$ cat config.mk
export PLATFORM = sky130hd
export DESIGN_NAME = css_url_extractor_unit
export DESIGN_NICKNAME = d
export VERILOG_FILES = /design/src/hdl/cue_pkg.sv /design/src/hdl/cue_scan.sv /design/src/hdl/cue_queue.sv /design/src/hdl/cue_drain.sv /design/src/hdl/css_url_extractor_unit.sv
export SDC_FILE = /design/constraint.sdc
export NUM_CORES = 1
export LEC_CHECK = 0
export ABC_AREA = 0
export BUFFER_PORTS_ARGS = -buffer_cell sky130_fd_sc_hd__buf_2
export CAP_MARGIN = 20
export CORE_MARGIN = 4
export CORE_UTILIZATION = 56
export DETAILED_ROUTE_END_ITERATION = 8
export GPL_ROUTABILITY_DRIVEN = 0
export PLACE_DENSITY = 0.74
export SLEW_MARGIN = 5
export SYNTH_ARGS = -nofsm -noshare
export SYNTH_HDL_FRONTEND = slang
export SYNTH_SLANG_ARGS = --single-unit
$ cat constraint.sdc
create_clock -name clk -period 4.4 [get_ports clk]
set_input_delay 0.22 -clock clk [delete_from_list [all_inputs] [get_ports clk]]
set_output_delay 0.22 -clock clk [all_outputs]
set_load 0.03 [all_outputs]
$ cat src/hdl/cue_pkg.sv
// Shared types and constants for the stylesheet URL span extractor.
// Holds the scan phase and terminator enums, the result record and character codes.
// No dependencies.
`timescale 1ns / 1ps
`default_nettype none

package cue_pkg;

  // Default width of byte offsets inside the scanner
  localparam int OFFSET_BITS_DEF = 16;

  // Width of the offset and length fields on the result channel
  localparam int RES_W = 16;

  // Result queue between scanner and output stage
  localparam int QUEUE_DEPTH = 2;
  localparam int QPTR_W      = $clog2(QUEUE_DEPTH);
  localparam int QCNT_W      = $clog2(QUEUE_DEPTH + 1);

  // Character codes
  localparam logic [7:0] CH_U      = 8'h75;  // 'u'
  localparam logic [7:0] CH_R      = 8'h72;  // 'r'
  localparam logic [7:0] CH_L      = 8'h6C;  // 'l'
  localparam logic [7:0] CH_LPAREN = 8'h28;  // '('
  localparam logic [7:0] CH_RPAREN = 8'h29;  // ')'
  localparam logic [7:0] CH_DQUOTE = 8'h22;  // '"'
  localparam logic [7:0] CH_SQUOTE = 8'h27;  // '\''
  localparam logic [7:0] CH_SEMI   = 8'h3B;  // ';'
  localparam logic [7:0] CH_SPACE  = 8'h20;
  localparam logic [7:0] CH_TAB    = 8'h09;  // first of the control whitespace run
  localparam logic [7:0] CH_CR     = 8'h0D;  // last of the control whitespace run

  typedef enum logic [1:0] {
    PH_SEEK,
    PH_AFTER_KW,
    PH_AFTER_PAREN,
    PH_SPAN
  } phase_t;

  typedef enum logic [2:0] {
    TK_NONE,
    TK_PAREN,
    TK_DQ_PAREN,
    TK_SQ_PAREN,
    TK_DQ,
    TK_SQ,
    TK_SEMI
  } term_kind_t;

  // One result record as it travels from scanner to output stage
  typedef struct packed {
    logic             found;
    logic [RES_W-1:0] start;
    logic [RES_W-1:0] length;
    logic             done;
  } res_t;

  // Push request from scanner into the queue
  typedef struct packed {
    logic push;
    res_t res;
  } push_t;

  function automatic logic is_ws(input logic [7:0] b);
    return (b == CH_SPACE) || ((b >= CH_TAB) && (b <= CH_CR));
  endfunction

endpackage

`default_nettype wire

$ cat src/hdl/cue_scan.sv
// Front end: accepts stylesheet bytes, tracks keyword and span state, forms results.
// Depends on cue_pkg.
`timescale 1ns / 1ps
`default_nettype none

module cue_scan #(
  parameter int OFFSET_BITS = cue_pkg::OFFSET_BITS_DEF
) (
  input  wire logic          clk,
  input  wire logic          rst_n,
  input  wire logic          in_valid,
  input  wire logic [7:0]    in_data,
  input  wire logic          in_last,
  output logic               in_ready,
  input  wire logic          q_full,
  output cue_pkg::push_t     push_o
);
  import cue_pkg::*;

  phase_t                 phase_r,  phase_nxt;
  logic [1:0]             prog_r,   prog_nxt;
  term_kind_t             kind_r,   kind_nxt;
  logic                   qp_r,     qp_nxt;
  logic [OFFSET_BITS-1:0] pp_r,     pp_nxt;
  logic [OFFSET_BITS-1:0] start_r,  start_nxt;
  logic [OFFSET_BITS-1:0] pos_r,    pos_nxt;

  logic                   acc;
  logic                   ws;
  logic                   open_semi;
  logic                   open_paren;
  logic                   examine;
  term_kind_t             kind_eff;
  logic [OFFSET_BITS-1:0] start_eff;
  logic [OFFSET_BITS-1:0] pos_inc;
  logic                   hit;
  logic [OFFSET_BITS-1:0] len;
  logic [7:0]             kw_byte;

  assign in_ready = !q_full;
  assign acc      = in_valid && in_ready;
  assign ws       = is_ws(in_data);
  assign pos_inc  = pos_r + OFFSET_BITS'(1);

  // Decode which kind of span the current byte is checked against
  always_comb begin
    open_semi  = (phase_r == PH_AFTER_KW) && !ws && (in_data != CH_LPAREN) &&
                 (in_data != CH_DQUOTE) && (in_data != CH_SQUOTE);
    open_paren = (phase_r == PH_AFTER_PAREN) && !ws &&
                 (in_data != CH_DQUOTE) && (in_data != CH_SQUOTE);
    examine    = (phase_r == PH_SPAN) || open_semi || open_paren;
    kind_eff   = kind_r;
    start_eff  = start_r;
    if (open_semi) begin
      kind_eff  = TK_SEMI;
      start_eff = pos_r;
    end else if (open_paren) begin
      kind_eff  = TK_PAREN;
      start_eff = pos_r;
    end
  end

  // Expected next keyword byte
  always_comb begin
    case (prog_r)
      2'd0:    kw_byte = CH_U;
      2'd1:    kw_byte = CH_R;
      2'd2:    kw_byte = CH_L;
      default: kw_byte = CH_U;
    endcase
  end

  // Outputs: terminator detection and result record
  always_comb begin
    hit = 1'b0;
    len = pos_r - start_eff;
    if (examine) begin
      case (kind_eff)
        TK_PAREN:    hit = (in_data == CH_RPAREN);
        TK_DQ_PAREN,
        TK_SQ_PAREN: begin
          hit = qp_r && (in_data == CH_RPAREN);
          len = pp_r - start_eff;
        end
        TK_DQ:       hit = (in_data == CH_DQUOTE);
        TK_SQ:       hit = (in_data == CH_SQUOTE);
        TK_SEMI:     hit = (in_data == CH_SEMI);
        default:     hit = 1'b0;
      endcase
    end
    push_o.push       = acc && (hit || in_last);
    push_o.res.found  = hit;
    push_o.res.start  = hit ? RES_W'(start_eff) : '0;
    push_o.res.length = hit ? RES_W'(len) : '0;
    push_o.res.done   = in_last;
  end

  // Next state of the scanner
  always_comb begin
    phase_nxt = phase_r;
    prog_nxt  = prog_r;
    kind_nxt  = kind_r;
    qp_nxt    = qp_r;
    pp_nxt    = pp_r;
    start_nxt = start_r;
    pos_nxt   = pos_r;
    if (acc) begin
      case (phase_r)
        PH_SEEK: begin
          if ((prog_r != 2'd3) && (in_data == kw_byte)) begin
            if (prog_r == 2'd2) begin
              prog_nxt  = 2'd0;
              phase_nxt = PH_AFTER_KW;
            end else begin
              prog_nxt = prog_r + 2'd1;
            end
          end else begin
            prog_nxt = (in_data == CH_U) ? 2'd1 : 2'd0;
          end
        end
        PH_AFTER_KW: begin
          if (!ws) begin
            if (in_data == CH_LPAREN) begin
              phase_nxt = PH_AFTER_PAREN;
            end else begin
              phase_nxt = PH_SPAN;
              qp_nxt    = 1'b0;
              pp_nxt    = '0;
              if (in_data == CH_DQUOTE) begin
                kind_nxt  = TK_DQ;
                start_nxt = pos_inc;
              end else if (in_data == CH_SQUOTE) begin
                kind_nxt  = TK_SQ;
                start_nxt = pos_inc;
              end else begin
                kind_nxt  = TK_SEMI;
                start_nxt = pos_r;
              end
            end
          end
        end
        PH_AFTER_PAREN: begin
          if (!ws) begin
            phase_nxt = PH_SPAN;
            qp_nxt    = 1'b0;
            pp_nxt    = '0;
            if (in_data == CH_DQUOTE) begin
              kind_nxt  = TK_DQ_PAREN;
              start_nxt = pos_inc;
            end else if (in_data == CH_SQUOTE) begin
              kind_nxt  = TK_SQ_PAREN;
              start_nxt = pos_inc;
            end else begin
              kind_nxt  = TK_PAREN;
              start_nxt = pos_r;
            end
          end
        end
        PH_SPAN: begin
          // Track a closing quote that may precede the paren
          if ((kind_r == TK_DQ_PAREN) || (kind_r == TK_SQ_PAREN)) begin
            if (in_data == ((kind_r == TK_DQ_PAREN) ? CH_DQUOTE : CH_SQUOTE)) begin
              qp_nxt = 1'b1;
              pp_nxt = pos_r;
            end else begin
              qp_nxt = 1'b0;
            end
          end
        end
        default: begin
          phase_nxt = PH_SEEK;
          prog_nxt  = 2'd0;
        end
      endcase
      // Terminator closes the span and resumes the keyword search
      if (hit) begin
        phase_nxt = PH_SEEK;
        prog_nxt  = 2'd0;
        kind_nxt  = TK_NONE;
        qp_nxt    = 1'b0;
        pp_nxt    = '0;
      end
      pos_nxt = pos_inc;
      // End of buffer drops everything
      if (in_last) begin
        phase_nxt = PH_SEEK;
        prog_nxt  = 2'd0;
        kind_nxt  = TK_NONE;
        qp_nxt    = 1'b0;
        pp_nxt    = '0;
        start_nxt = '0;
        pos_nxt   = '0;
      end
    end
  end

  // Scanner state registers
  always_ff @(posedge clk) begin
    if (!rst_n) begin
      phase_r <= PH_SEEK;
      prog_r  <= 2'd0;
      kind_r  <= TK_NONE;
      qp_r    <= 1'b0;
      pp_r    <= '0;
      start_r <= '0;
      pos_r   <= '0;
    end else begin
      phase_r <= phase_nxt;
      prog_r  <= prog_nxt;
      kind_r  <= kind_nxt;
      qp_r    <= qp_nxt;
      pp_r    <= pp_nxt;
      start_r <= start_nxt;
      pos_r   <= pos_nxt;
    end
  end

`ifndef SYNTHESIS
  a_last_restarts: assert property (@(posedge clk) disable iff (!rst_n)
    (acc && in_last) |=> (phase_r == PH_SEEK) && (pos_r == '0) && (prog_r == 2'd0))
    else $error("scanner not back at start after end of buffer");

  a_quote_only_in_span: assert property (@(posedge clk) disable iff (!rst_n)
    qp_r |-> (phase_r == PH_SPAN) &&
             ((kind_r == TK_DQ_PAREN) || (kind_r == TK_SQ_PAREN)))
    else $error("pending quote outside a quoted paren span");
`endif

endmodule

`default_nettype wire

$ cat src/hdl/cue_queue.sv
// Short result queue between scanner front end and output stage.
// Depends on cue_pkg.
`timescale 1ns / 1ps
`default_nettype none

module cue_queue (
  input  wire logic          clk,
  input  wire logic          rst_n,
  input  wire cue_pkg::push_t push_i,
  output logic               full,
  output logic               q_valid,
  output cue_pkg::res_t      q_data,
  input  wire logic          pop
);
  import cue_pkg::*;

  res_t              slot_r [QUEUE_DEPTH];
  logic [QPTR_W-1:0] wr_r, wr_nxt;
  logic [QPTR_W-1:0] rd_r, rd_nxt;
  logic [QCNT_W-1:0] cnt_r, cnt_nxt;
  logic              do_pop;

  assign full    = (cnt_r == QCNT_W'(QUEUE_DEPTH));
  assign q_valid = (cnt_r != '0);
  assign q_data  = slot_r[rd_r];
  assign do_pop  = pop && q_valid;

  // Advance pointers and fill level
  always_comb begin
    wr_nxt  = wr_r;
    rd_nxt  = rd_r;
    cnt_nxt = cnt_r;
    if (push_i.push) begin
      wr_nxt = (wr_r == QPTR_W'(QUEUE_DEPTH - 1)) ? '0 : wr_r + QPTR_W'(1);
    end
    if (do_pop) begin
      rd_nxt = (rd_r == QPTR_W'(QUEUE_DEPTH - 1)) ? '0 : rd_r + QPTR_W'(1);
    end
    case ({push_i.push, do_pop})
      2'b10:   cnt_nxt = cnt_r + QCNT_W'(1);
      2'b01:   cnt_nxt = cnt_r - QCNT_W'(1);
      default: cnt_nxt = cnt_r;
    endcase
  end

  always_ff @(posedge clk) begin
    if (!rst_n) begin
      wr_r  <= '0;
      rd_r  <= '0;
      cnt_r <= '0;
    end else begin
      wr_r  <= wr_nxt;
      rd_r  <= rd_nxt;
      cnt_r <= cnt_nxt;
    end
  end

  // Store the pushed record
  always_ff @(posedge clk) begin
    if (push_i.push) begin
      slot_r[wr_r] <= push_i.res;
    end
  end

`ifndef SYNTHESIS
  a_no_overflow: assert property (@(posedge clk) disable iff (!rst_n)
    !(push_i.push && full))
    else $error("push into a full result queue");

  a_level_bound: assert property (@(posedge clk) disable iff (!rst_n)
    cnt_r <= QCNT_W'(QUEUE_DEPTH))
    else $error("result queue level out of range");

  a_level_tracks: assert property (@(posedge clk) disable iff (!rst_n)
    (push_i.push && !do_pop) |=> (cnt_r == $past(cnt_r) + QCNT_W'(1)))
    else $error("result queue level did not rise on push");
`endif

endmodule

`default_nettype wire

$ cat src/hdl/cue_drain.sv
// Back end: moves queued results into the output register and presents them.
// Depends on cue_pkg.
`timescale 1ns / 1ps
`default_nettype none

module cue_drain (
  input  wire logic          clk,
  input  wire logic          rst_n,
  input  wire logic          q_valid,
  input  wire cue_pkg::res_t q_data,
  output logic               pop,
  output logic               out_valid,
  input  wire logic          out_ready,
  output cue_pkg::res_t      out_data
);
  import cue_pkg::*;

  logic valid_r, valid_nxt;
  res_t data_r;

  // Take the next record when the output register is free or being emptied
  assign pop       = q_valid && (!valid_r || out_ready);
  assign valid_nxt = pop || (valid_r && !out_ready);

  always_ff @(posedge clk) begin
    if (!rst_n) begin
      valid_r <= 1'b0;
    end else begin
      valid_r <= valid_nxt;
    end
  end

  // Load output payload
  always_ff @(posedge clk) begin
    if (pop) begin
      data_r <= q_data;
    end
  end

  assign out_valid = valid_r;
  assign out_data  = data_r;

endmodule

`default_nettype wire

$ cat src/hdl/css_url_extractor_unit.sv
// Top level of the stylesheet URL span extractor: scanner, result queue, output stage.
// Depends on cue_pkg, cue_scan, cue_queue and cue_drain.
//
//  channel | direction | tdata                         | tlast        | tuser
//  in_     | slave     | [7:0] byte_value              | last_byte    | -
//  out_    | master    | [15:0] span_start,            | buffer_done  | [0] span_found
//          |           | [31:16] span_length           |              |
//
// One byte is taken every cycle while in_tready is high; a result passes through a queue
// entry and then the output register before it is presented on out_.
// A two-entry queue and the output register sit between scanner and result port, so
// in_tready falls only when both queue entries hold results that the sink has not taken.
// Reset is synchronous and active low; the scanner restarts at offset zero and after
// the final byte of each buffer.
`timescale 1ns / 1ps
`default_nettype none

module css_url_extractor_unit #(
  parameter int OFFSET_BITS = cue_pkg::OFFSET_BITS_DEF
) (
  input  wire logic        clk,
  input  wire logic        rst_n,
  input  wire logic        in_tvalid,
  output logic             in_tready,
  input  wire logic [7:0]  in_tdata,   // [7:0] byte_value
  input  wire logic        in_tlast,   // last_byte
  output logic             out_tvalid,
  input  wire logic        out_tready,
  output logic [31:0]      out_tdata,  // [15:0] span_start, [31:16] span_length
  output logic             out_tlast,  // buffer_done
  output logic             out_tuser   // [0] span_found
);
  import cue_pkg::*;

  push_t push;
  logic  q_full;
  logic  q_valid;
  res_t  q_data;
  logic  q_pop;
  res_t  out_res;

  cue_scan #(
    .OFFSET_BITS(OFFSET_BITS)
  ) u_scan (
    .clk      (clk),
    .rst_n    (rst_n),
    .in_valid (in_tvalid),
    .in_data  (in_tdata),
    .in_last  (in_tlast),
    .in_ready (in_tready),
    .q_full   (q_full),
    .push_o   (push)
  );

  cue_queue u_queue (
    .clk     (clk),
    .rst_n   (rst_n),
    .push_i  (push),
    .full    (q_full),
    .q_valid (q_valid),
    .q_data  (q_data),
    .pop     (q_pop)
  );

  cue_drain u_drain (
    .clk       (clk),
    .rst_n     (rst_n),
    .q_valid   (q_valid),
    .q_data    (q_data),
    .pop       (q_pop),
    .out_valid (out_tvalid),
    .out_ready (out_tready),
    .out_data  (out_res)
  );

  // Pack the result transaction
  assign out_tdata = {out_res.length, out_res.start};
  assign out_tlast = out_res.done;
  assign out_tuser = out_res.found;

endmodule

`default_nettype wire
==> key figures <==
Clock tree
  – Cts bufs inserted: 17
  – TritonCTS clock tree: done
  – Reg clk slew, reported paths: 0.07 ns
  – H-tree depth: 4
  – Clock root buffer: clkbuf_16
  – Clk buf depth: 2
  – Clk Latency, worst-skew pair: 0.43 ns
  – CTS Sinks: 163

STA
  – Relative slew slack: 27.6%
  – Final Setup Violations: 0
  – Fin crit share: 95.0%
  – Final Skew: 0.00949 ns
  – Setup TNS: 0 ns
  – Fmax: 239 MHz
  – Worst-Margin Slew: 1.08 ns
  – Pins Over Slew Limit: 0
  – Min Tclk post-route: 4.18 ns
  – RSZ-0062 raised after global routing: no
  – Final hold vios: 0

Routing
  – Vias per cell: 5.98
  – Final wirelength: 20.6 mm
  – DRT Pass-1 Iters: 5
  – Remaining antenna violation count: 0
  – DRC viols: 0
  – Drt wl/cell: 17.7 um
  – Initial DRC Count: 581
  – Vias: 6,936

Logic synthesis
  – Area contributors post-synth: edfxtp_1 35%, dfxtp_1 14%, ha_1 6.0%
  – Syn Area/Cell: 10.2 um2
  – Post-synth EDFFs: 102
  – Mapped Nets: 921
  – Synth Register Bits: 163
  – Synth top area share: 34.7%
  – Commonest cells in the netlist: 102 x edfxtp_1, 89 x nand2_1, 78 x nor2_1
  – Synth Area in Adders: 6.41%
  – Post-synthesis compound-gate area fraction: 14.6%
  – Ys Warns: 0
  – Sequential cell area fraction in the yosys report: 48.5%
  – Netlist Area Pre-Place: 0.00883 mm2
  – Most common cell in the netlist: edfxtp_1
  – Largest family of logic cells by synthesized area: simple AND/OR/NAND/NOR gates
  – Syn Inst Count: 864
  – Leading area contributor after synthesis: edfxtp_1
  – Xor/xnor cell area share of the yosys netlist: 4.37%
  – Post-synth top flop: edfxtp_1
  – Ys async rst share: 0%
  – Mux cell area share after synthesis: 6.04%
  – Yosys cell types: 73
  – Simple-gate share of the synthesized area: 16.8%

Layout
  – # diodes: 0
  – Final non-filler cell area: 0.0102 mm2
  – P&R area growth vs syn: 15.3%
  – Nets@finish: 992
  – Util after Layout: 66.4%
  – Share of cells above drive strength 1: 20.1%
  – Finished Layout Cells: 1,159
  – Fill count: 1,197

Critical path
  – Delay of the slowest critical-path stage: 0.42 ns
  – CP max FO: 5
  – CP required: 4.59 ns
  – Bufs and invs on worst path: 5
  – WS Path Type: reg -> reg
  – Crit path launch type: flip-flop
  – Crit path max-delay cell type: dfxtp_1
  – Critical-path cell list: ha_1 > o21ai_1 > nor2b_1 > buf_4 > nor3_4 > buf_4 > mux2i_2 > buf_4 > ha_1 > nor2b_1 > o31a_1 > o41ai_2 > buf_4 > o211ai_1 > a31o_2 > a21oi_1 > xor2_1 > o21ai_0 > buf_4
  – Worst path top cell family by delay: compound AO/OA/AOI/OAI gates
  – CP Capture Type: flip-flop
  – Most used cell, CP: buf_4
  – Worst path arrival time: 4.37 ns

Power and ir drop
  – Maximum VDD drop: 0.000426 V
  – Tot Pwr: 0.00428 W
  – Leak: 3.60 nW
  – Pwr/cell area: 420 mW/mm2

Global routing
  – Largest net degree at the start of global routing: 41
  – Vias in the first global route: 6,786
  – First-pass GRT wire length: 33.9 mm
  – Grt total ovfl: 0
  – Initial antenna violation count: 0
  – GRT Overall Usage: 23.6%

Die
  – I/O pins: 49
  – Die ar.: 0.0178 mm2
  – Starting Density: 57.6%
  – Core Rows: 45
  – Die Wd: 134 um
  – Die height: 134 um
  – Core Box Area: 0.0153 mm2

Placement
  – Placed cells: 1,124
  – DP Area: 0.00954 mm2
  – Port bufs: 48
  – Detailed-placement wirelength estimate: 14.3 mm

Min path
  – Worst Hold Class: in -> reg

Job
  – Max cap viols: 0

Outcome
  – Outcome: completed
-- worst reg2reg max path: stages (launching register included) --
cell and delay (ns):
dfxtp_1 0.42, ha_1 0.26, o21ai_1 0.11, nor2b_1 0.15, buf_4 0.14, nor3_4 0.27
buf_4 0.18, mux2i_2 0.25, buf_4 0.19, ha_1 0.23, nor2b_1 0.15, o31a_1 0.28
o41ai_2 0.20, buf_4 0.16, o211ai_1 0.12, a31o_2 0.25, a21oi_1 0.17, xor2_1 0.15
o21ai_0 0.09, buf_4 0.15
-- final cells by class --
cell class / instances / area, um2 / share of cell area [%]
well taps: 211 / 264 / 2.59
multi-input cells: 632 / 4320 / 42.4
clock buffers: 20 / 457 / 4.49
clock inverters: 12 / 143 / 1.40
inverters: 20 / 75.1 / 0.738
flip-flops and latches: 163 / 4280 / 42.1
repair buffers: 101 / 638 / 6.27
-- registers in the layout, indices dropped and copies added, names as in the netlist --
name,flops
u_queue.slot_r,68
u_drain.out_data,34
u_scan.pos_r,16
u_scan.pp_r,16
u_scan.start_r,16
u_scan.kind_r,3
u_queue.cnt_r,2
u_scan.phase_r,2
u_scan.prog_r,2
u_drain.out_valid,1
u_queue.rd_r,1
u_queue.wr_r,1
u_scan.qp_r,1
-- cells by family (layout without fill, tap and decap cells) --
logic type,after synthesis,count (layout)
xor gates and xnor gates,44,44
buffers and inverters,69,153
AOI/OAI and AO/OA,188,188
muxes,49,49
and+or+nand+nor,307,307
adders and majority gates,44,44
DFF,163,163
-- cell usage in the layout (no fill, tap or decap), types with 7 or more instances in the layout --
| cell | instances |
|---|---|
| a22o_1 | 16 |
| buf_4 | 53 |
| and3_1 | 7 |
| mux2_2 | 34 |
| clkbuf_16 | 17 |
| nor3_1 | 19 |
| nand2_1 | 89 |
| nor4_1 | 7 |
| a21oi_1 | 58 |
| o21ai_0 | 29 |
| xor2_1 | 16 |
| ha_1 | 42 |
| buf_2 | 48 |
| or3_1 | 26 |
| mux2i_1 | 14 |
| a31oi_1 | 8 |
| nand3_1 | 26 |
| inv_1 | 18 |
| nor2_1 | 77 |
| dfxtp_1 | 61 |
| xnor2_1 | 28 |
| o21a_1 | 9 |
| nand2b_1 | 10 |
| nor2b_1 | 11 |
| edfxtp_1 | 102 |
-- power by group --
| part | internal [W] | switching [W] | total (W) |
|---|---|---|---|
| Clock | 0.000878 | 0.000633 | 0.00151 |
| Combinational | 0.000261 | 0.000589 | 0.000850 |
| Sequential | 0.00186 | 0.0000513 | 0.00192 |
| Total | 0.00300 | 0.00127 | 0.00428 |
-- metrics by stage --
stage | hold WS, ns | worst slack [ns]
4_1_cts | 0.180 | 0.166
3_3_place_gp | 0.440 | 0.100
6_report | 0.197 | 0.221
2_1_floorplan | 0.319 | 0.112
3_5_place_dp | 0.444 | -0.0749
5_1_grt | 0.201 | 0.0118
-- timing repair --
item | 4_1_cts | 5_1_grt
buffers inserted | 0 | 3
gates resized for setup | 0 | 6
hold buffers | 0 | 0
endpoints found under the setup margin | 0 | 6
-- per-layer routing --
layer,vias up,routed length (um),track usage [%]
met5,-,0,0
met4,0,491,9.89
met3,46,1190,4.04
met2,256,9870,39.1
met1,3305,9000,30.8
li1,3329,-,-
-- worst paths after layout --
kind                                                     start                              end  slack (ns)  depth (start not counted)
worst max-delay path            u_scan.phase_r[0]$_SDFFE_PN0P_  u_queue.slot_r[1][14]$_DFFE_PP_        0.22                         19
worst min-delay path                                     rst_n    u_scan.kind_r[0]$_SDFFE_PN0P_        0.20                          2
worst max register to register  u_scan.phase_r[0]$_SDFFE_PN0P_  u_queue.slot_r[1][14]$_DFFE_PP_        0.22                         19
worst min register to register  u_scan.start_r[7]$_SDFFE_PN0P_   u_scan.start_r[7]$_SDFFE_PN0P_        0.45                          2
(Power assumes the default switching activity.)
